[src/tpph_pkg.sv]
// ---------------------------------------------------------------------------
// tpph_pkg: shared types and constants for the pulse-height analyser
// Job record passed from the front end to the back end, and opcodes.
// ---------------------------------------------------------------------------
package tpph_pkg;

  localparam int unsigned ChannelsDefault = 8;
  localparam int unsigned HistBinsDefault = 4096;
  localparam logic [15:0] MinStart        = 16'd65500;
  localparam logic [16:0] TraceLenReset   = 17'd256;
  localparam logic [16:0] LeadReset       = 17'd16;
  localparam logic [16:0] TailReset       = 17'd16;
  localparam int unsigned QueueDepth      = 4;

  typedef enum logic {
    OP_SAMPLE = 1'b0,
    OP_READ   = 1'b1
  } op_t;

  typedef enum logic [1:0] {
    REG_TRACE_LENGTH = 2'd0,
    REG_LEAD_WINDOW  = 2'd1,
    REG_TAIL_WINDOW  = 2'd2
  } reg_idx_t;

  // One job for the back end: a finished trace or a bin read.
  typedef struct packed {
    op_t         op;
    logic [2:0]  channel;
    logic [11:0] bin_index;
    logic [31:0] sum;
    logic [17:0] divisor;
    logic [15:0] max_val;
    logic [15:0] min_val;
  } job_t;

  typedef enum logic [2:0] {
    BE_IDLE,
    BE_CLEAR,
    BE_DIV,
    BE_PICK,
    BE_READ,
    BE_WRITE,
    BE_OUT
  } be_state_t;

endpackage

[src/tpph_front.sv]
// ---------------------------------------------------------------------------
// tpph_front: sample accumulator
// Tracks min/max and the pedestal window sum; emits a job at trace end or
// for each bin read.
// ---------------------------------------------------------------------------
module tpph_front (
  input  logic                 clk,
  input  logic                 rst,
  input  logic                 in_valid,
  output logic                 in_ready,
  input  logic                 op,
  input  logic [2:0]           channel,
  input  logic [15:0]          sample,
  input  logic [11:0]          bin_index,
  input  logic [16:0]          trace_length,
  input  logic [16:0]          lead_window,
  input  logic [16:0]          tail_window,
  output logic                 job_valid,
  input  logic                 job_ready,
  output tpph_pkg::job_t       job
);
  import tpph_pkg::*;

  logic [16:0] sample_index;
  logic [31:0] window_sum;
  logic [15:0] running_max;
  logic [15:0] running_min;

  logic        take;
  logic        in_win;
  logic        last;
  logic [32:0] sum_wide;
  logic [31:0] sum_next;
  logic [15:0] max_next;
  logic [15:0] min_next;

  assign in_ready = job_ready;
  assign take     = in_valid && in_ready;

  always_comb begin
    in_win   = (sample_index < lead_window) ||
               ({1'b0, sample_index} + {1'b0, tail_window} >= {1'b0, trace_length});
    last     = ({1'b0, sample_index} + 18'd1) >= {1'b0, trace_length};
    sum_wide = {1'b0, window_sum} + {17'd0, sample};
    sum_next = in_win ? (sum_wide[32] ? 32'hFFFF_FFFF : sum_wide[31:0]) : window_sum;
    max_next = (sample > running_max) ? sample : running_max;
    min_next = (sample < running_min) ? sample : running_min;
  end

  always_comb begin
    job.op        = op_t'(op);
    job.channel   = channel;
    job.bin_index = bin_index;
    job.sum       = sum_next;
    job.divisor   = {1'b0, lead_window} + {1'b0, tail_window};
    job.max_val   = max_next;
    job.min_val   = min_next;
    job_valid     = in_valid && ((op == OP_READ) || last);
  end

  always_ff @(posedge clk) begin
    if (rst) begin
      sample_index <= '0;
      window_sum   <= '0;
      running_max  <= '0;
      running_min  <= MinStart;
    end else if (take && op == OP_SAMPLE) begin
      if (last) begin
        sample_index <= '0;
        window_sum   <= '0;
        running_max  <= '0;
        running_min  <= MinStart;
      end else begin
        sample_index <= sample_index + 17'd1;
        window_sum   <= sum_next;
        running_max  <= max_next;
        running_min  <= min_next;
      end
    end
  end

  assert property (@(posedge clk) disable iff (rst)
    job_valid |-> in_valid)
    else $error("job without input");
  assert property (@(posedge clk) disable iff (rst)
    (take && op == OP_SAMPLE && !last) |=> (sample_index == $past(sample_index) + 17'd1))
    else $error("sample index did not advance");
  assert property (@(posedge clk) disable iff (rst)
    running_min <= MinStart)
    else $error("minimum above its start value");
endmodule

[config.mk]
export PLATFORM = sky130hd
export DESIGN_NAME = tpph_front
export DESIGN_NICKNAME = d
export VERILOG_FILES = /design/src/tpph_pkg.sv /design/src/tpph_front.sv
export SDC_FILE = /design/constraint.sdc
export NUM_CORES = 1
export LEC_CHECK = 0
export BUFFER_PORTS_ARGS = -buffer_cell sky130_fd_sc_hd__buf_2
export CAP_MARGIN = 20
export CORE_MARGIN = 10
export CORE_UTILIZATION = 51
export DETAILED_ROUTE_END_ITERATION = 10
export MAX_ROUTING_LAYER = met4
export PLACE_DENSITY = 0.85
export SYNTH_ARGS = -nofsm -noshare
export SYNTH_HDL_FRONTEND = slang
export SYNTH_SLANG_ARGS = --single-unit
[constraint.sdc]
create_clock -name clk -period 4.7 [get_ports clk]
set_clock_uncertainty 0.15 [all_clocks]
set_input_delay 0.235 -clock clk [delete_from_list [all_inputs] [get_ports clk]]
set_output_delay 0.235 -clock clk [all_outputs]
set_load 0.01 [all_outputs]
## Word level (Yosys, flattened, before mapping)

Cells that the tools add are included.

- Logic and storage cells: 28
- Bits in registers: 81
- Input port bits: 87

- Add/subtract/negate cells: 5
- Reduce and logical (&&, ||, !) cells: 5
- $lt $le $gt $ge: 5
- Bitwise gates (word level): 1
- Multiplexer cells: 8

Operators with widths:

| kind | number |
|---|---|
| two-way mux 32 bit | 3 |
| two-way mux 16 bit | 4 |
| adder 17 x 17 -> 18 bit | 2 |
| greater-or-equal comparator 18 x 17 -> 1 bit | 2 |
| adder 32 x 16 -> 33 bit | 1 |
| adder 17 x 1 -> 18 bit, second input constant | 1 |
| adder 17 x 1 -> 17 bit, second input constant | 1 |
| less-than comparator 17 bit | 1 |
| two-way mux 17 bit | 1 |
| greater-than comparator 16 bit | 1 |
| less-than comparator 16 bit | 1 |
| logical AND 1 bit | 3 |
| logical OR 1 bit | 2 |
| inverter 1 bit | 1 |

## Longest topological paths before layout

- Word-level depth: 5
- Gate-level depth with buffers: 20
- Mapped depth without buffers: 19

## Worst setup path after synthesis

No wires, ideal clock.

- Path kind: register to output
- Start point: register sample_index[0]
- End point: output port job[73] in the netlist's numbering
- Data required time: 4.315 ns
- Path buffers: 1
- Arrival: 4.354 ns
- Slack: -0.039 ns
- Cell stages (with the launch flop): 20
- Path through: dfxtp_1 -> ha_1 -> fa_1 -> a21o_1 -> a21oi_1 -> o21ai_0 -> a41oi_1 -> nand3b_1 -> a31o_2 -> a21oi_1 -> xnor2_1 -> ha_1 -> a21o_1 -> a211o_1 -> a2111oi_4 -> o311ai_4 -> o21ai_1 -> buf_2 -> nand2_1 -> mux2_2

RTL lines:

| item | RTL line | text |
|---|---|---|
| from (decl) | tpph_front.sv:24 | `logic [16:0] sample_index;` |
| from (signal assigned) | tpph_front.sv:74 | `sample_index <= sample_index + 17'd1;` |
| to (decl) | tpph_front.sv:20 | `output tpph_pkg::job_t job` |

==> results <==
- The run finished, with violations left.
- The final reports fail on setup timing.
- about 190 I/O pins were placed.
- Buffers placed on the I/O ports in this run total ~160.
- The count of yosys warnings during synthesis is 0.
- Buffers inserted to repair hold after CTS numbered 0.
- From synthesis to final layout, the design area changed by 30.3%.
- The async set-or-reset flop fraction in the synthesized netlist is 0.
- The accumulated negative setup slack is -7.19 ns.
- The initial cell density of the core is 0.525.
- The transition time of the tightest slew-check pin is 0.776 ns.
- In the post-route analysis, the smallest setup slack over all paths is -0.301 ns.
- For this design the static power due to leakage is about 5.3 nW.
- At the end of the flow, the number of nets in the layout was approximately 1.5k.
- Ranked by total cell area, the synthesized netlist is headed by ha_1 (20%), dfxtp_1 (19%), mux2_2 (4.4%).
- The height of the die is 149 um.
- By count the netlist is led by ha_1 (132), inv_1 (93), dfxtp_1 (81).
- The kind of cell with the highest combined delay on the critical path is compound AO/OA/AOI/OAI gates.
- The dominant synthesized flop cell is dfxtp_1.
- The initial antenna violation count is 0.
- The mapped cell area is approximately 8400 um2.
- The data required time at the worst endpoint is about 4.3 ns.
- Across all layers, the routed design uses 8972 vias.
- Together, buffers and inverters on the worst path number 1.
- The tool flagged a number of max-cap violations equal to 0.
- The final RePlAce weighted congestion is about 0.95.
- Leaving out filler cells and counting taps, the final layout contains 1476.
- The endpoint kind of the worst setup timing path is an output port.
- The filler cells instantiated in the layout total roughly 1.2k.
- From left edge to right edge, the die measures 149 um.
- The clock latency reported for the late side of the worst-skew pair is between 0.3 and 0.4 ns.
- The number of enable-type register cells in the synthesized netlist is 0.
- The detailed-route wire length per cell is approximately 19 um.
- Across the VDD grid, the largest voltage drop is ~0.16 mV.
- For the finished layout, the period the worst path requires is 5.00 ns.
- Power spread over the standard cell area amounts to between 150 and 200 nW/um2.
- A synthesized cell averages 8.10 um2.
- Counting flops and latches in the post-synthesis netlist gives just over 80.
- After clock tree synthesis, the clock-pin slew on the worst setup and hold paths is roughly 0.06 ns.
- For this run, design rule violations remaining after detail routing come to 0.
- The largest total area in the synthesized netlist belongs to ha_1.
- The largest net degree at the start of global routing is 44.
- The relative max-transition margin is 0.483.
- The critical register-to-register path endpoint is window_sum[5]$_SDFFE_PP0P_.
- The floorplan has 46 rows.
- In the final layout, the share of cells above drive strength 1 is 0.309.
- In this run the standard cell core region covers roughly 16000 um2.
- The delay of the slowest cell on the worst path is 0.37 ns.
- The total die area is ~22000 um2.
- The maximum fanout encountered on the critical timing path is 6.
- The min-delay analysis places its worst path in the category in -> reg.
- Yosys mapped the design onto slightly above 70 distinct sky130hd cell types.
- The most critical setup path has its startpoint at sample_index[5]$_SDFFE_PP0P_.
- The TritonCTS clock tree is done.
- Global routing finished with a remaining overflow of 0.
- The slowest stage of the critical path belongs to the cell o2111ai_4.
- Timing analysis after detailed placement gives a worst setup slack of -0.333 ns.
- The number of cells on the worst reg-to-reg path is 20.
- The source of the worst register-to-register timing path is sample_index[5]$_SDFFE_PP0P_.
- The worst setup path is launched from a flip-flop.
- TritonCTS created 9 clock buffers.
- By instance count, the cell type seen most on the critical path is a21o_1.
- The wire length of the first global-routing pass is ~43 mm.
- Traced cell by cell, the critical path runs through ha_4 -> nor3_4 -> nand2_1 -> o2111ai_2 -> a21oi_2 -> o21a_1 -> nor2_2 -> o21bai_1 -> a21o_1 -> xor2_1 -> ha_1 -> a21o_1 -> a211o_1 -> a2111oi_4 -> o311ai_4 -> o2111ai_4 -> nor3b_4 -> a31o_1 -> a21o_1 -> buf_2.
- The number of nets handed over by synthesis was approximately 1.3k.
- The critical path arrival is between 4 and 5 ns.
- In the finished design, the share of the clock period the worst path needs comes to 1.06.
- The clock passes through at most 2 buffers.
- The final-report hold violation count was 0.
- The antenna violation net count after detailed routing is 0.
- The proportion of netlist area held by the largest area contributor is 0.196.
- The logic depth of the worst path, buffers included is 20.
- The via count of the first global-routing pass is between 8k and 9k.
- The cell count after synthesis came out at approximately 1.0k.
- The count of clock tree sinks is 81.
- Including well taps, the total number of placed cells is roughly 1.4k.
- For this run, the total global-route usage over all layers was measured as 0.237.
- The final layout contains routed wiring with a total length of between 20 and 30 mm.
- The number of max-slew violations in the final report is 0.
- Detailed placement ended at an HPWL of ~20 mm.
- The setup check on the worst reg-to-reg path leaves a slack of approximately 0.06 ns.
- By instance count, the leading cell after synthesis is ha_1.
- The number of setup violations in the final report is 32.
- The iteration-0 DRC count of the detailed router is around 660.
- The first detailed-routing pass ran for 7 iterations.
- For this run, the top clock speed supported by timing is around 0.2 GHz.
- The startpoint-to-endpoint class of the critical path is reg -> out.
- Setup repair after global routing could not meet its margin everywhere.
- The clock tree root driver cell is clkbuf_16.
- The H-tree was split into 3 levels.
- The critical path capture point is job[76].
- Of the synthesized area, sequential elements account for 0.193.
- Dividing the detail-routed via count by the number of cells gives between 6 and 7.
[metal layers]
layer,part of all wire,routed length [um],up-vias,GRT usage
li1,-,-,4222,-
met2,0.51,14300,399,0.411
met4,0.033,933,0,0.0892
met1,0.39,11000,4263,0.266
met5,0,0,-,-
met3,0.067,1890,88,0.0422
[power by group]
group	total [mW]	leakage, nW	internal (mW)	switching (mW)
Clock	0.765	0.151	0.468	0.297
Sequential	0.717	0.660	0.702	0.0152
Combinational	0.662	4.52	0.300	0.362
Total	2.14	5.33	1.47	0.674
[cells in the final DEF, fill, tap and decap left out, types with 7 or more instances in the layout]
| master | instances |
|---|---|
| dfxtp_2 | 7 |
| a21oi_1 | 65 |
| a22o_1 | 37 |
| xor2_1 | 21 |
| nand3_1 | 44 |
| nand2b_1 | 7 |
| o21a_1 | 8 |
| buf_6 | 14 |
| and2_1 | 8 |
| mux2_2 | 32 |
| xnor2_1 | 39 |
| inv_1 | 92 |
| nor2_1 | 52 |
| o21ai_0 | 28 |
| dfxtp_1 | 74 |
| nand4_1 | 11 |
| a211oi_1 | 11 |
| and3_1 | 10 |
| ha_1 | 125 |
| nor2_4 | 8 |
| nor2_2 | 7 |
| clkbuf_16 | 11 |
| o21ai_1 | 10 |
| buf_4 | 84 |
| nor3_1 | 15 |
| a21o_1 | 29 |
| a2bb2oi_1 | 14 |
| a31oi_1 | 10 |
| nand2_1 | 70 |
| buf_2 | 144 |
| a21oi_2 | 8 |
| nor2b_1 | 8 |
[how the worst min path moves through the flow]
stage                                               to                         start  depth (start not counted)
final                      running_max[0]$_SDFFE_PP0P_                     sample[0]                          3
after global placement     running_min[3]$_SDFFE_PP1P_   running_min[3]$_SDFFE_PP1P_                          2
after CTS                  running_max[0]$_SDFFE_PP0P_                     sample[0]                          3
after global routing       running_max[6]$_SDFFE_PP0P_                     sample[6]                          3
after floorplan           running_min[10]$_SDFFE_PP1P_  running_min[10]$_SDFFE_PP1P_                          2
after detailed placement   running_min[9]$_SDFFE_PP1P_   running_min[9]$_SDFFE_PP1P_                          2
[layout make-up]
type,count,area (um2),area share
Sequential cell,81,1630,0.149
Timing Repair Buffer,252,1720,0.157
Multi-Input combinational cell,816,6680,0.609
Clock buffer,12,236,0.0215
Inverter,93,349,0.0318
Tap cell,216,270,0.0246
Clock inverter,4,77.6,0.00707
Antenna cell,2,5.00,0.000456
[worst reg2reg max path, delay by kind of cell, from the launching register on]
| kind | cells | cell delay [ns] |
|---|---|---|
| AO/OA/AOI/OAI | 11 | 2.25 |
| AND/OR/NAND/NOR | 4 | 0.80 |
| adder cells (fa/ha/maj) | 2 | 0.50 |
| flip-flops | 1 | 0.34 |
| buffers and inverters | 2 | 0.33 |
| XOR/XNOR | 1 | 0.15 |
[state kept, by name (all words and copies together), names as in the netlist]
register	cells
sample_index	17
running_min	16
window_sum	32
running_max	16
[per-stage QoR]
stage / area, um2 / total power [mW] / hold slack [ns] / util
floorplan: 8430 / 1.12 / 0.296 / -
global placement: 9700 / 1.30 / 0.306 / 0.604
detailed placement: 9700 / 1.31 / 0.315 / 0.604
global route: 11000 / 2.23 / 0.214 / 0.683
CTS: 10600 / 2.10 / 0.177 / 0.657
finish: 11000 / 2.14 / 0.185 / 0.684
[repair_timing]
item / in CTS / in global routing
endpoints found under the setup margin: 47 / 48
gates resized for setup: 61 / 59
pin swaps: 22 / 23
setup buffers: 22 / 8
gates cloned: 3 / 2
[cells by family (layout without fill, tap and decap cells)]
logic type	after synthesis	in the layout	share of synthesized area
AOI/OAI and AO/OA	301	301	0.253
xor gates and xnor gates	62	62	0.0645
adders and majority gates	135	135	0.203
buffers and inverters	144	361	0.0738
DFF	81	81	0.193
muxes	36	36	0.0477
other	0	2	0
and+or+nand+nor	281	282	0.166
Note: power is estimated with default switching activity, not from simulation.
