[src/tpph_pkg.sv]
// ---------------------------------------------------------------------------
// tpph_pkg: shared types and constants for the pulse-height analyser
// Job record passed from the front end to the back end, and opcodes.
// ---------------------------------------------------------------------------
package tpph_pkg;

  localparam int unsigned ChannelsDefault = 8;
  localparam int unsigned HistBinsDefault = 4096;
  localparam logic [15:0] MinStart        = 16'd65500;
  localparam logic [16:0] TraceLenReset   = 17'd256;
  localparam logic [16:0] LeadReset       = 17'd16;
  localparam logic [16:0] TailReset       = 17'd16;
  localparam int unsigned QueueDepth      = 4;

  typedef enum logic {
    OP_SAMPLE = 1'b0,
    OP_READ   = 1'b1
  } op_t;

  typedef enum logic [1:0] {
    REG_TRACE_LENGTH = 2'd0,
    REG_LEAD_WINDOW  = 2'd1,
    REG_TAIL_WINDOW  = 2'd2
  } reg_idx_t;

  // One job for the back end: a finished trace or a bin read.
  typedef struct packed {
    op_t         op;
    logic [2:0]  channel;
    logic [11:0] bin_index;
    logic [31:0] sum;
    logic [17:0] divisor;
    logic [15:0] max_val;
    logic [15:0] min_val;
  } job_t;

  typedef enum logic [2:0] {
    BE_IDLE,
    BE_CLEAR,
    BE_DIV,
    BE_PICK,
    BE_READ,
    BE_WRITE,
    BE_OUT
  } be_state_t;

endpackage

[src/tpph_queue.sv]
// ---------------------------------------------------------------------------
// tpph_queue: small job FIFO
// Decouples the sample front end from the histogram back end.
// ---------------------------------------------------------------------------
module tpph_queue (
  input  logic           clk,
  input  logic           rst,
  input  logic           push,
  output logic           not_full,
  input  tpph_pkg::job_t wdata,
  input  logic           pop,
  output logic           not_empty,
  output tpph_pkg::job_t rdata
);
  import tpph_pkg::*;

  localparam int unsigned Aw = $clog2(QueueDepth);

  job_t        slots [QueueDepth];
  logic [Aw-1:0] wr_ptr;
  logic [Aw-1:0] rd_ptr;
  logic [Aw:0]   fill;

  assign not_full  = fill != (Aw+1)'(QueueDepth);
  assign not_empty = fill != '0;
  assign rdata     = slots[rd_ptr];

  always_ff @(posedge clk) begin
    if (push && not_full) begin
      slots[wr_ptr] <= wdata;
    end
  end

  always_ff @(posedge clk) begin
    if (rst) begin
      wr_ptr <= '0;
      rd_ptr <= '0;
      fill   <= '0;
    end else begin
      if (push && not_full) wr_ptr <= wr_ptr + Aw'(1);
      if (pop && not_empty) rd_ptr <= rd_ptr + Aw'(1);
      fill <= fill + (Aw+1)'(push && not_full) - (Aw+1)'(pop && not_empty);
    end
  end

  assert property (@(posedge clk) disable iff (rst)
    fill <= (Aw+1)'(QueueDepth))
    else $error("queue overfilled");
  assert property (@(posedge clk) disable iff (rst)
    (pop && !push && not_empty) |=> fill == $past(fill) - (Aw+1)'(1))
    else $error("fill count wrong on pop");
  assert property (@(posedge clk) disable iff (rst)
    (push && not_full && !pop) |=> not_empty)
    else $error("push lost");
endmodule

[config.mk]
export PLATFORM = sky130hd
export DESIGN_NAME = tpph_queue
export DESIGN_NICKNAME = d
export VERILOG_FILES = /design/src/tpph_pkg.sv /design/src/tpph_queue.sv
export SDC_FILE = /design/constraint.sdc
export NUM_CORES = 1
export LEC_CHECK = 0
export ABC_AREA = 1
export BUFFER_PORTS_ARGS = -buffer_cell sky130_fd_sc_hd__buf_2
export CAP_MARGIN = 20
export CORE_MARGIN = 4
export CORE_UTILIZATION = 52
export CTS_CLUSTER_SIZE = 14
export DETAILED_ROUTE_END_ITERATION = 6
export GPL_TIMING_DRIVEN = 1
export PLACE_DENSITY = 0.76
export SLEW_MARGIN = 15
export SYNTH_ARGS = -nofsm -noshare
export SYNTH_HDL_FRONTEND = slang
export SYNTH_SLANG_ARGS = --single-unit
export TNS_END_PERCENT = 50
[constraint.sdc]
create_clock -name clk -period 5.7 [get_ports clk]
set_input_delay 0 -clock clk [delete_from_list [all_inputs] [get_ports clk]]
set_output_delay 0 -clock clk [all_outputs]
set_load 0.05 [all_outputs]
After elaboration in Yosys (flattened, before gate mapping). Memory sizes are Yosys's and may differ from the RTL's. A register that Yosys moved wholly into a read port is not among the register bits. Cells that the tools add are included. Widths: inputs -> output; s select.

Output and inout port bits: 100. Memories kept: 1. Input port bits: 102. Bits in writable memories: 392. Word-level logic and storage cells: 16. Flip-flop bits (word level): 7.

Memory list: slots (depth 4, width 98, read ports 1, clocked after Yosys merged registers in 1, write ports 1, RTL line tpph_queue.sv:19) `job_t slots [QueueDepth];`.

Reduce and logical (&&, ||, !) cells: 3. Equality and inequality tests: 1. Muxes and demuxes: 4. Add/sub/neg operators: 4.

Operator list (count): $add 2x1->2 const B (2); $mux 2 (2); $add 3x1->3 (1); $ne 3x3->1 const B (1); $reduce_bool 3->1 (1); $sub 3x1->3 (1); $logic_and 1x1->1 (2); $mux 1 (2).

Depth between registers and ports, before layout. Gate-level depths: netlist of the first run.

Word-level depth: 4. Gate-level depth with buffers: 10. Depth with buffers taken out: 10.

Least setup slack after synthesis of the first run. OpenSTA, ideal clock, no wires.

Path type: register to register. Start: register fill[1]. End: memory slots[0][0] in the netlist's numbering (enable). Data arrival time: 5.223 ns. Period minus slack after synthesis: 5.779 ns. Library setup time: 0.556 ns. Stages on the path, launching flop included: 5. Buffers on the path: 0. Required time: 5.144 ns. Setup slack: -0.079 ns. Cell sequence: dfxtp_1 > nor2_1 > nand2_1 > nand2_1 > nor2_1.

Word-level cells in the longest chain between the ends: 4.

RTL lines: from (decl) (RTL line tpph_queue.sv:22) `logic [Aw:0] fill;`; from (signal assigned) (RTL line tpph_queue.sv:42) `fill <= fill + (Aw+1)'(push && not_full) - (Aw+1)'(pop && not_empty);`; $ne 3x3->1 (RTL line tpph_queue.sv:24) `assign not_full = fill != (Aw+1)'(QueueDepth);`; net not_full (RTL line tpph_queue.sv:9) `output logic not_full,`; $logic_and 1x1->1 (RTL line tpph_queue.sv:29) `if (push && not_full) begin`; $mux 1 (RTL line tpph_queue.sv:29); $mux 1 (not written as such) (RTL line tpph_queue.sv:30) `slots[wr_ptr] <= wdata;`; to (decl) (RTL line tpph_queue.sv:19).

The timed path passes the listed nets, and every way through them passes these cells.

==> results.md, run 1 <==
- Die height: about 180 um
- Layout cells sized above 1: 20.76%
- Final Slew Violations: 0
- Synth top cells by count: edfxtp_1, nor2_1, o21ai_0, o22ai_1, o21ai_1
- Area leader, netlist: edfxtp_1
- GRT Total Usage: 20.74%
- YS warnings: 0
- IO buf count: approximately 200
- Main combinational cell family by area after synthesis: compound AO/OA/AOI/OAI gates
- Largest net degree at the start of global routing: 153
- WS Path Type: flip-flop to primary output
- Syn_area_per_cell: around 15 um^2
- Max-cap violations: 0
- Multi-input logic area: 2604 um^2
- Area growth syn-to-layout: 22.72%
- CTS Buf Count: 38
- Synth Net Count: roughly 1100
- CTS tree: yes
- Register area share after synthesis: 79.73%
- RSZ-0062 raised after global routing: false
- Slew Limit Headroom: around 28%
- Worst-case clock skew: a little under 0.02 ns
- Wire length per cell: slightly below 20 um
- R2r setup slk: 2.86 ns
- Post-Synth Adder-Cell Area: less than 1%
- Initial core utilization: 53.37%
- Post-synthesis simple-gate area fraction: 5.634%
- Routed via count: 9453
- DRT Pass-1 Iters: 5
- Startpoint types: flip-flop
- First-pass GRT wire length: 51210 um
- Critical path required time: 5.70 ns
- Nets@finish: 1414
- Vias in the first global route: 9249
- Worst min-delay path class: input port to flip-flop
- # H-tree levels: 2
- Vias/cell: 5.515
- Num rows: 61
- Setup crit end: rdata[73]
- Synth cell types: 21
- Root Buffer: clkbuf_16
- Fin crit share: between 50% and 60%
- Synth Area in XOR/XNOR: 0%
- CORE AREA: 28090 um^2
- Placed cell count: roughly 1500
- Non-filler cells, final: around 1700
- Clk_lat worst skew: roughly 0.52 ns
- Clock Pin Slew Worst Setup and Hold Paths: 0.06 ns
- I/O pin count: 202
- Register area: 11960 um^2
- RR Startpoint: fill[1]
- Post-synth EDFFs: 392
- Peak supply drop: 0.3803 mV
- Deepest clock path buffer count: 3
- Main flop type after synthesis: edfxtp_1
- Status: complete, no violations
- CP endpoint kind: primary output
- Fmax: 311.4 MHz
- Lkg Pwr: 6.496 nW
- Synth Register Bits: 401
- Cells after Synth: 1013
- Tmin final: around 3.2 ns
- FILL cells: 2024
- Synth Area in Compound Gates: 10.90%
- Top-count cell post-synth: edfxtp_1
- Routability Congestion: a little under 0.8
- DRT antenna net count: 0
- Slew @ Worst Pin: 1.084 ns
- Die X: 177.8 um
- Clock sinks: roughly 400
- Initial antenna violation count: 4
- R2R depth: 6
- PostCTS Resize Cnt: 0
- Post-synthesis mux area share: 0%
- Synth area leaders: edfxtp_1, nor2_1, o21ai_0
- Post-synth ARST share: 0%
- Final Hold Viols: 0
- Die area: 31610 um^2
- PwrDens: 476.7 nW/um^2
- Final Core Density: 65.49%
- Hold WS: 0.1954 ns
- Area of the mapped netlist: 14990 um^2
- Grt ovf: 0
- Reg2reg end: slots[3][94]
- Max FO, Critical Path: 152
- Share of the synthesized area in the top cell type: 78.53%
- Worst EP arrival: 3.21 ns
- # DRC: 0
- DP HPWL: 19380 um
- DR iter-0 viols: slightly below 1000
- # setup viols final: 0
- DRT Wirelength: about 33000 um
==> metal layers <==
layer	up-vias	track usage [%]	part of all wire, %
li1	4405	-	-
met4	4	5.027	1.8
met2	413	31.60	46
met5	-	0	0.081
met1	4578	30.78	44
met3	53	4.836	8.5
==> cell usage in the layout, fill, tap and decap left out <==
cell type	instances
edfxtp_1	392
clkbuf_16	39
fa_1	1
inv_6	1
nand3_1	3
buf_4	13
dlygate4sd3_1	101
dfxtp_1	7
inv_2	1
nor2_1	205
bufinv_16	1
buf_12	1
dfxtp_4	2
clkbuf_1	8
a21boi_0	2
clkinv_8	2
a21oi_1	4
nand2_1	12
clkinv_1	7
inv_1	14
nor2_4	4
o22ai_1	98
buf_2	201
clkinv_2	12
diode_2	2
o21ai_1	47
ha_1	6
o21ai_0	150
==> metrics by stage <==
stage	TNS [ns]	power (W)	area, um^2	setup slack [ns]
6_report	0	0.008770	18400	2.489
5_1_grt	0	0.009155	18400	2.256
4_1_cts	0	0.008823	18390	2.438
3_5_place_dp	0	0.006463	16220	2.880
3_3_place_gp	0	0.006413	16200	2.950
2_1_floorplan	-30.82	0.005820	14990	-0.07863
==> critical path, stage by stage (launching register included) <==
cell and delay, ns:
dfxtp_4 0.54, inv_6 0.85, buf_4 0.57, nor2_1 0.08, o22ai_1 0.26, buf_2 0.32
==> final cells by class <==
type,count,area share (%)
Timing Repair Buffer,316,11.60
Clock buffer,47,5.469
Inverter,16,0.3537
Clock inverter,22,0.8094
Sequential cell,401,65.01
Antenna cell,2,0.02721
Multi-Input combinational cell,532,14.15
Tap cell,378,2.571
==> kinds of logic after synthesis <==
logic type | after synthesis
compound gates | 301
fa+ha+maj | 7
buf+inv | 80
flops | 401
simple gates | 224
==> worst min path at each step <==
stage | from | end | slack (ns) | depth (start not counted)
5_1_grt | rst | fill[1] | 0.20 | 3
4_1_cts | rst | fill[1] | 0.17 | 3
6_report | rst | fill[1] | 0.20 | 3
2_1_floorplan | rst | fill[1] | 0.07 | 1
3_3_place_gp | rst | fill[1] | 0.19 | 2
3_5_place_dp | rst | fill[1] | 0.19 | 2
==> flip-flops by register name, indices dropped and copies added, names as in the netlist, named ones only <==
signal,flops
slots,392
fill,3
rd_ptr,2
wr_ptr,2
==> timing repair <==
item / in CTS / in global routing
buffers inserted: 0 / 0
hold buffers: 101 / 0
hold endpoints to repair: 401 / 0
==> power breakdown <==
part	leakage (nW)	internal [W]	total, W	switching (W)
logic	2.25	0.000579	0.00274	0.00216
registers	3.67	0.00359	0.00370	0.000113
clock network	0.576	0.00131	0.00232	0.00102
total	6.50	0.00548	0.00877	0.00329
(Power assumes the default switching activity.)
==> run 2, diff against run 1 <==
--- a/config.mk
+++ b/config.mk
@@ -9,11 +9,11 @@
 export BUFFER_PORTS_ARGS = -buffer_cell sky130_fd_sc_hd__buf_2
 export CAP_MARGIN = 20
 export CORE_MARGIN = 4
-export CORE_UTILIZATION = 52
+export CORE_UTILIZATION = 57
 export CTS_CLUSTER_SIZE = 14
 export DETAILED_ROUTE_END_ITERATION = 6
 export GPL_TIMING_DRIVEN = 1
-export PLACE_DENSITY = 0.76
+export PLACE_DENSITY = 0.79
 export SLEW_MARGIN = 15
 export SYNTH_ARGS = -nofsm -noshare
 export SYNTH_HDL_FRONTEND = slang
==> constraint.sdc (replaced) <==
create_clock -name clk -period 3.3 [get_ports clk]
set_input_delay 0 -clock clk [delete_from_list [all_inputs] [get_ports clk]]
set_output_delay 0 -clock clk [all_outputs]
set_load 0.05 [all_outputs]
==> results.md, run 2 (synthesis gave the netlist of run 1 again) <==
- Status: complete, no violations
- Initial core utilization: 57.68% (+4.3 points)
- PostCTS Resize Cnt: 0 (unchanged)
- Multi-input logic area: 2604 um^2 (unchanged)
- Wire length per cell: 19.03 um (-2.5%)
- Slew @ Worst Pin: 0.8708 ns (-0.2130 ns)
- Max-cap violations: 0 (unchanged)
- Fin crit share: 78.78%
- DP HPWL: 16120 um (-17%)
- DRT antenna net count: 0 (unchanged)
- Tmin final: 2.600 ns
- Vias in the first global route: 9396 (+1.6%)
- Final Instance Area: 18460 um^2 (+0.35%)
- CTS Buf Count: 40 (+5.3%)
- DRT Wirelength: 31720 um (-5.2%)
- Largest net degree at the start of global routing: 197 (+29%)
- DRT Pass-1 Iters: 5 (unchanged)
- Max reg flops: 392 (unchanged)
- Die area: 28960 um^2 (-8.4%)
- # DRC: 0 (unchanged)
- DP Area: 16230 um^2 (about the same)
- Hold Buf Count CTS: 101 (unchanged)
- Layout cells sized above 1: 20.59% (-0.18 points)
- Most frequent cells in the layout: edfxtp_1, nor2_1, buf_2
- Slew Limit Headroom: 41.95% (+14 points)
- Vias/cell: 5.669 (+2.8%)
- PwrDens: 831.1 nW/um^2 (+74%)
- Grt ovf: 0 (unchanged)
- Die height: 170.2 um (-4.3%)
- Root Buffer: clkbuf_16
- Final Hold Viols: 0 (unchanged)
- Placed cell count: 1499 (-2.8%)
- IO buf count: 201 (unchanged)
- DR iter-0 viols: 836 (-13%)
- Final Slew Violations: 0 (unchanged)
- Clk_lat worst skew: 0.51 ns (about the same)
- Routed via count: 9450 (-0.032%)
- # H-tree levels: 2 (unchanged)
- First-pass GRT wire length: 49900 um (-2.6%)
- Pwr Total: 0.01534 W (+75%)
- Num rows: 59 (-3.3%)
- Worst EP arrival: 2.60 ns (-0.61 ns)
- Hold WS: 0.2404 ns (+0.04501 ns)
- WS Path Type: flip-flop to primary output
- Worst min-delay path class: input port to flip-flop
- Startpoint types: flip-flop
- GRT Total Usage: 21.77% (+1.0 points)
- Non-filler cells, final: 1667 (-2.7%)
- Routability Congestion: 0.7137 (-9.5%)
- Register area: 11960 um^2 (unchanged)
- CP endpoint kind: primary output
- Top flop regs: slots x392, fill x3
- Initial antenna violation count: 0 (-4)
- Clock Pin Slew Worst Setup and Hold Paths: 0.06 ns (about the same)
- Peak supply drop: 0.6243 mV (+64%)
- Lkg Pwr: 6.530 nW (+0.53%)
- Deepest clock path buffer count: 3 (unchanged)
- Max FO, Critical Path: 78 (-49%)
- Clock sinks: 401 (unchanged)
- Commonest non-fill, non-tap cell in the layout: edfxtp_1
- I/O pin count: 202 (unchanged)
- Nets@finish: 1416 (+0.14%)
- Worst-case clock skew: 0.01107 ns (-0.008578 ns)
- Critical path required time: 3.30 ns (-2.40 ns)
- RSZ-0062 raised after global routing: false
- CTS tree: yes
- Reg with most FFs: slots
- CORE AREA: 25980 um^2 (-7.5%)
- Fmax: 384.6 MHz
- Setup bufs post-CTS: 0 (unchanged)
- Die X: 170.2 um (-4.3%)
- # setup viols final: 0 (unchanged)
- Area growth syn-to-layout: 23.16%
- FILL cells: 1641 (-19%)
-- run 2: path summary, 6_finish.rpt --
check	startpoint	end	slack (ns)	depth (start not counted)
hold reg to reg	rd_ptr[0]	flip-flop	0.49	2
setup / recovery	flip-flop	rdata[28]	0.70	5
hold / removal	wdata[38]	slots[0][38]	0.24	2
setup reg to reg	fill[1]	fill[2]	0.99	10
-- run 2: critical path: stages (launching register included) --
cell and delay, ns:
dfxtp_4 0.61, inv_2 0.14, buf_4 0.48, o21ai_0 0.23, o22ai_1 0.23, buf_2 0.32
-- run 2: layout make-up --
type,instances,area share [%]
sequential,401,64.78
clock inverter,19,0.8947
clock buffer,47,5.680
antenna,1,0.01356
multi-input combinational,532,14.10
inverter,16,0.3524
tap,335,2.271
timing repair buffer,316,11.90
-- run 2: metrics by stage --
| step | worst slack (ns) | setup TNS [ns] | util, % |
|---|---|---|---|
| 3_5_place_dp | 0.9915 | 0 | 62.47 |
| 2_1_floorplan | -0.8895 | -348.67 | - |
| 5_1_grt | 0.5024 | 0 | 71.03 |
| 3_3_place_gp | 1.036 | 0 | 62.47 |
| 6_report | 0.7002 | 0 | 71.04 |
| 4_1_cts | 0.7295 | 0 | 71.03 |
-- run 2: per-layer routing --
layer  wire length (um)  GRT usage [%]
met1              12540          28.98
met2              15930          37.19
met3               2542          4.530
met4                713          5.590
met5                  0              0
-- run 2: power by group --
part / total (W) / internal (W) / switching [W]
Clock: 0.00423 / 0.00249 / 0.00175
Sequential: 0.00638 / 0.00620 / 0.000175
Combinational: 0.00473 / 0.00103 / 0.00369
Total: 0.0153 / 0.00973 / 0.00562
==> run 3, diff against run 2 <==
--- a/config.mk
+++ b/config.mk
@@ -5,15 +5,15 @@
 export SDC_FILE = /design/constraint.sdc
 export NUM_CORES = 1
 export LEC_CHECK = 0
-export ABC_AREA = 1
+export ABC_AREA = 0
 export BUFFER_PORTS_ARGS = -buffer_cell sky130_fd_sc_hd__buf_2
 export CAP_MARGIN = 20
 export CORE_MARGIN = 4
-export CORE_UTILIZATION = 57
+export CORE_UTILIZATION = 51
 export CTS_CLUSTER_SIZE = 14
 export DETAILED_ROUTE_END_ITERATION = 6
 export GPL_TIMING_DRIVEN = 1
-export PLACE_DENSITY = 0.79
+export PLACE_DENSITY = 0.75
 export SLEW_MARGIN = 15
 export SYNTH_ARGS = -nofsm -noshare
 export SYNTH_HDL_FRONTEND = slang
==> constraint.sdc (replaced) <==
create_clock -name clk -period 2.2 [get_ports clk]
set_input_delay 0 -clock clk [delete_from_list [all_inputs] [get_ports clk]]
set_output_delay 0 -clock clk [all_outputs]
set_load 0.05 [all_outputs]
==> results.md, run 3 <==
- Area leader, netlist: edfxtp_1
- Top flop regs: slots x392, fill x3
- CTS tree: yes
- Synth Net Count: 670 (-40%)
- CORE AREA: 28010 um^2 (+7.8%)
- Post-synth EDFFs: 392 (unchanged)
- Int Pwr: 0.01567 W (+61%)
- CP endpoint kind: flip-flop
- Clk_lat worst skew: 0.52 ns (about the same)
- Logic pwr share: 32.1% (+1.3 points)
- I/O pin count: 202 (unchanged)
- Status: complete, no violations
- Slew Limit Headroom: 72.50% (+31 points)
- # H-tree levels: 2 (unchanged)
- Initial antenna violation count: 1 (+1)
- Wire length per cell: 21.61 um (+14%)
- DP Area: 16210 um^2 (-0.13%)
- WS Path Type: flip-flop to flip-flop
- FILL cells: 1757 (+7.1%)
- Register area share after synthesis: 81.96% (+2.2 points)
- Area of the mapped netlist: 14580 um^2 (-2.7%)
- Pwr Total: 0.02380 W (+55%)
- IO buf count: 201 (unchanged)
- Routability Congestion: 0.7554 (+5.8%)
- Max FO, Critical Path: 5 (-94%)
- Die X: 177.1 um (+4.1%)
- Worst-case clock skew: 0.01631 ns (+0.005242 ns)
- Vias/cell: 5.313 (-6.3%)
- DRT antenna net count: 0 (unchanged)
- Die height: 177.1 um (+4.1%)
- Most frequent cells in the layout: edfxtp_1, buf_2, dlygate4sd3_1
- Startpoint types: flip-flop
- Deepest clock path buffer count: 3 (unchanged)
- Top-count cell post-synth: edfxtp_1
- Root Buffer: clkbuf_16
- Final Hold Viols: 0 (unchanged)
- Num rows: 61 (+3.4%)
- Slowest-stage cell, CP: fa_1
- Critical path required time: 2.63 ns (-0.67 ns)
- Final Slew Violations: 0 (unchanged)
- DRT Wirelength: 28290 um (-11%)
- DRT Pass-1 Iters: 6 (+1)
- Main flop type after synthesis: edfxtp_1
- Die area: 31360 um^2 (+8.3%)
- Peak per-stage delay on the critical path: 0.39 ns (-0.22 ns)
- Final Instance Area: 18560 um^2 (+0.56%)
- Layout cells sized above 1: 41.87% (+21 points)
- # setup viols final: 0 (unchanged)
- DR iter-0 viols: 598 (-28%)
- GRT Total Usage: 18.14% (-3.6 points)
- Slew @ Worst Pin: 0.4073 ns (-0.4634 ns)
- Worst min-delay path class: input port to flip-flop
- Met1 usage: 24.15% (-4.8 points)
- GR Util met3: 4.315% (-0.21 points)
- Reg with most FFs: slots
- Cells after Synth: 561 (-45%)
- Initial core utilization: 52.06% (-5.6 points)
- Peak supply drop: 0.9141 mV (+46%)
- Clock power share: 27.5% (about the same)
- Final Core Density: 66.27% (-4.8 points)
- Final worst slack: 0.08590 ns (-0.6143 ns)
- Sw Pwr: 0.008131 W (+45%)
- Flop pwr share: 40.4% (-1.2 points)
- Lkg Pwr: 6.318 nW (-3.2%)
- Max-cap violations: 0 (unchanged)
- Area growth syn-to-layout: 27.30%
- Worst EP arrival: 2.54 ns (-0.06 ns)
- Largest net degree at the start of global routing: 60 (-70%)
- Commonest non-fill, non-tap cell in the layout: edfxtp_1
- Grt met2 use: 31.08% (-6.1 points)
- Setup slack at placement: -0.008504 ns (-1.000 ns)
- Nets@finish: 1008 (-29%)
- Grt ovf: 0 (unchanged)
- Routed via count: 6955 (-26%)
- CTS Buf Count: 40 (unchanged)
- Fin crit share: 96.10%
- Synth area leaders: edfxtp_1, mux4_2, dfxtp_1
- First-pass GRT wire length: 43820 um (-12%)
- Vias in the first global route: 7679 (-18%)
- Synth Register Bits: 401 (unchanged)
- # DRC: 0 (unchanged)
- DP HPWL: 15990 um (-0.85%)
- Synth cell types: 24 (+14%)
- Tmin final: roughly 2.1 ns
- Hold WS: 0.1551 ns (-0.08536 ns)
- Fmax: 473.0 MHz
- Sw Share: 34.16% (-2.4 points)
- YS warnings: 0 (unchanged)
- Synth top cells by count: edfxtp_1, mux4_2, buf_2, dfxtp_1
- Syn_area_per_cell: 25.99 um^2 (+76%)
- Cells along the critical path: o31a_1 > ha_1 > inv_1 > ha_1 > inv_1 > fa_1 > xor2_1 > and2_1 > nor3_2
- Clock Pin Slew Worst Setup and Hold Paths: 0.06 ns (about the same)
- PwrDens: 1282 nW/um^2 (+54%)
- Clock sinks: 401 (unchanged)
- Most used routing layer: met2
- Post-synth ARST share: 0% (unchanged)
- RSZ-0062 raised after global routing: true
- Max reg flops: 392 (unchanged)
- Share of the synthesized area in the top cell type: 80.73% (+2.2 points)
## run 3: power by group through the flow
stage	clock (W)	combinational, W	sequential (W)
finish	0.00655	0.00763	0.00962
global route	0.00710	0.00804	0.00967
CTS	0.00669	0.00766	0.00960
detailed placement	0	0.00748	0.00975
global placement	0	0.00738	0.00967
floorplan	0	0.00576	0.00968
## run 3: cell families (layout without fill, tap and decap cells)
logic type,Yosys count,after routing,synth area share (%)
other cells,0,2,0
flops,401,401,81.96
compound gates,3,3,0.1717
mux,100,100,15.28
simple gates,19,19,0.6521
fa+ha+maj,7,7,0.6521
buf+inv,28,396,1.098
xor+xnor,3,3,0.1802
## run 3: repair_timing
action / in CTS / in global routing
setup endpoints to repair: 4 / 46
gates resized for setup: 1 / 5
setup buffers: 0 / 1
hold buffers: 101 / 0
gates cloned: 0 / 1
endpoints found under the hold margin: 401 / 0
pin swaps: 1 / 1
## run 3: metrics by stage
stage | setup TNS, ns | cells
detailed placement | -0.008504 | 1132
global placement | 0 | 1132
floorplan | -143.53 | 561
finish | 0 | 1309
CTS | 0 | 1305
global route | -0.04166 | 1308
## run 3: critical path, delay by kind of cell (launching register included)
| kind | cells | cell delay, ns |
|---|---|---|
| AND/OR/NAND/NOR | 2 | 0.26 |
| adder cells (fa/ha/maj) | 3 | 0.83 |
| AO/OA/AOI/OAI | 1 | 0.33 |
| XOR/XNOR | 1 | 0.16 |
| buffers and inverters | 2 | 0.11 |
| flip-flops | 1 | 0.34 |
## run 3: path summary, 6_finish.rpt
| path | slack, ns | end | depth (start not counted) | start |
|---|---|---|---|---|
| min reg2reg | 0.53 | rd_ptr[1] | 2 | rd_ptr[1] |
| min | 0.16 | wr_ptr[1] | 5 | push |
| max reg2reg | 0.09 | fill[2] | 9 | fill[1] |
| max | 0.09 | fill[2] | 9 | fill[1] |
## run 3: cell type report
cell class	count	area, um^2	share of cell area [%]
flip-flops and latches	401	11960	64.44
multi-input cells	132	2489	13.41
repair buffers	319	2332	12.56
clock buffers	45	1040	5.601
well taps	378	473.0	2.548
clock inverters	27	242.7	1.308
inverters	5	18.77	0.1011
diodes	2	5.005	0.02696
## run 3: layer usage
layer | part of all wire, % | vias up
li1 | - | 3083
met3 | 7.0 | 37
met5 | 0 | -
met2 | 51 | 237
met1 | 40 | 3598
met4 | 1.6 | 0
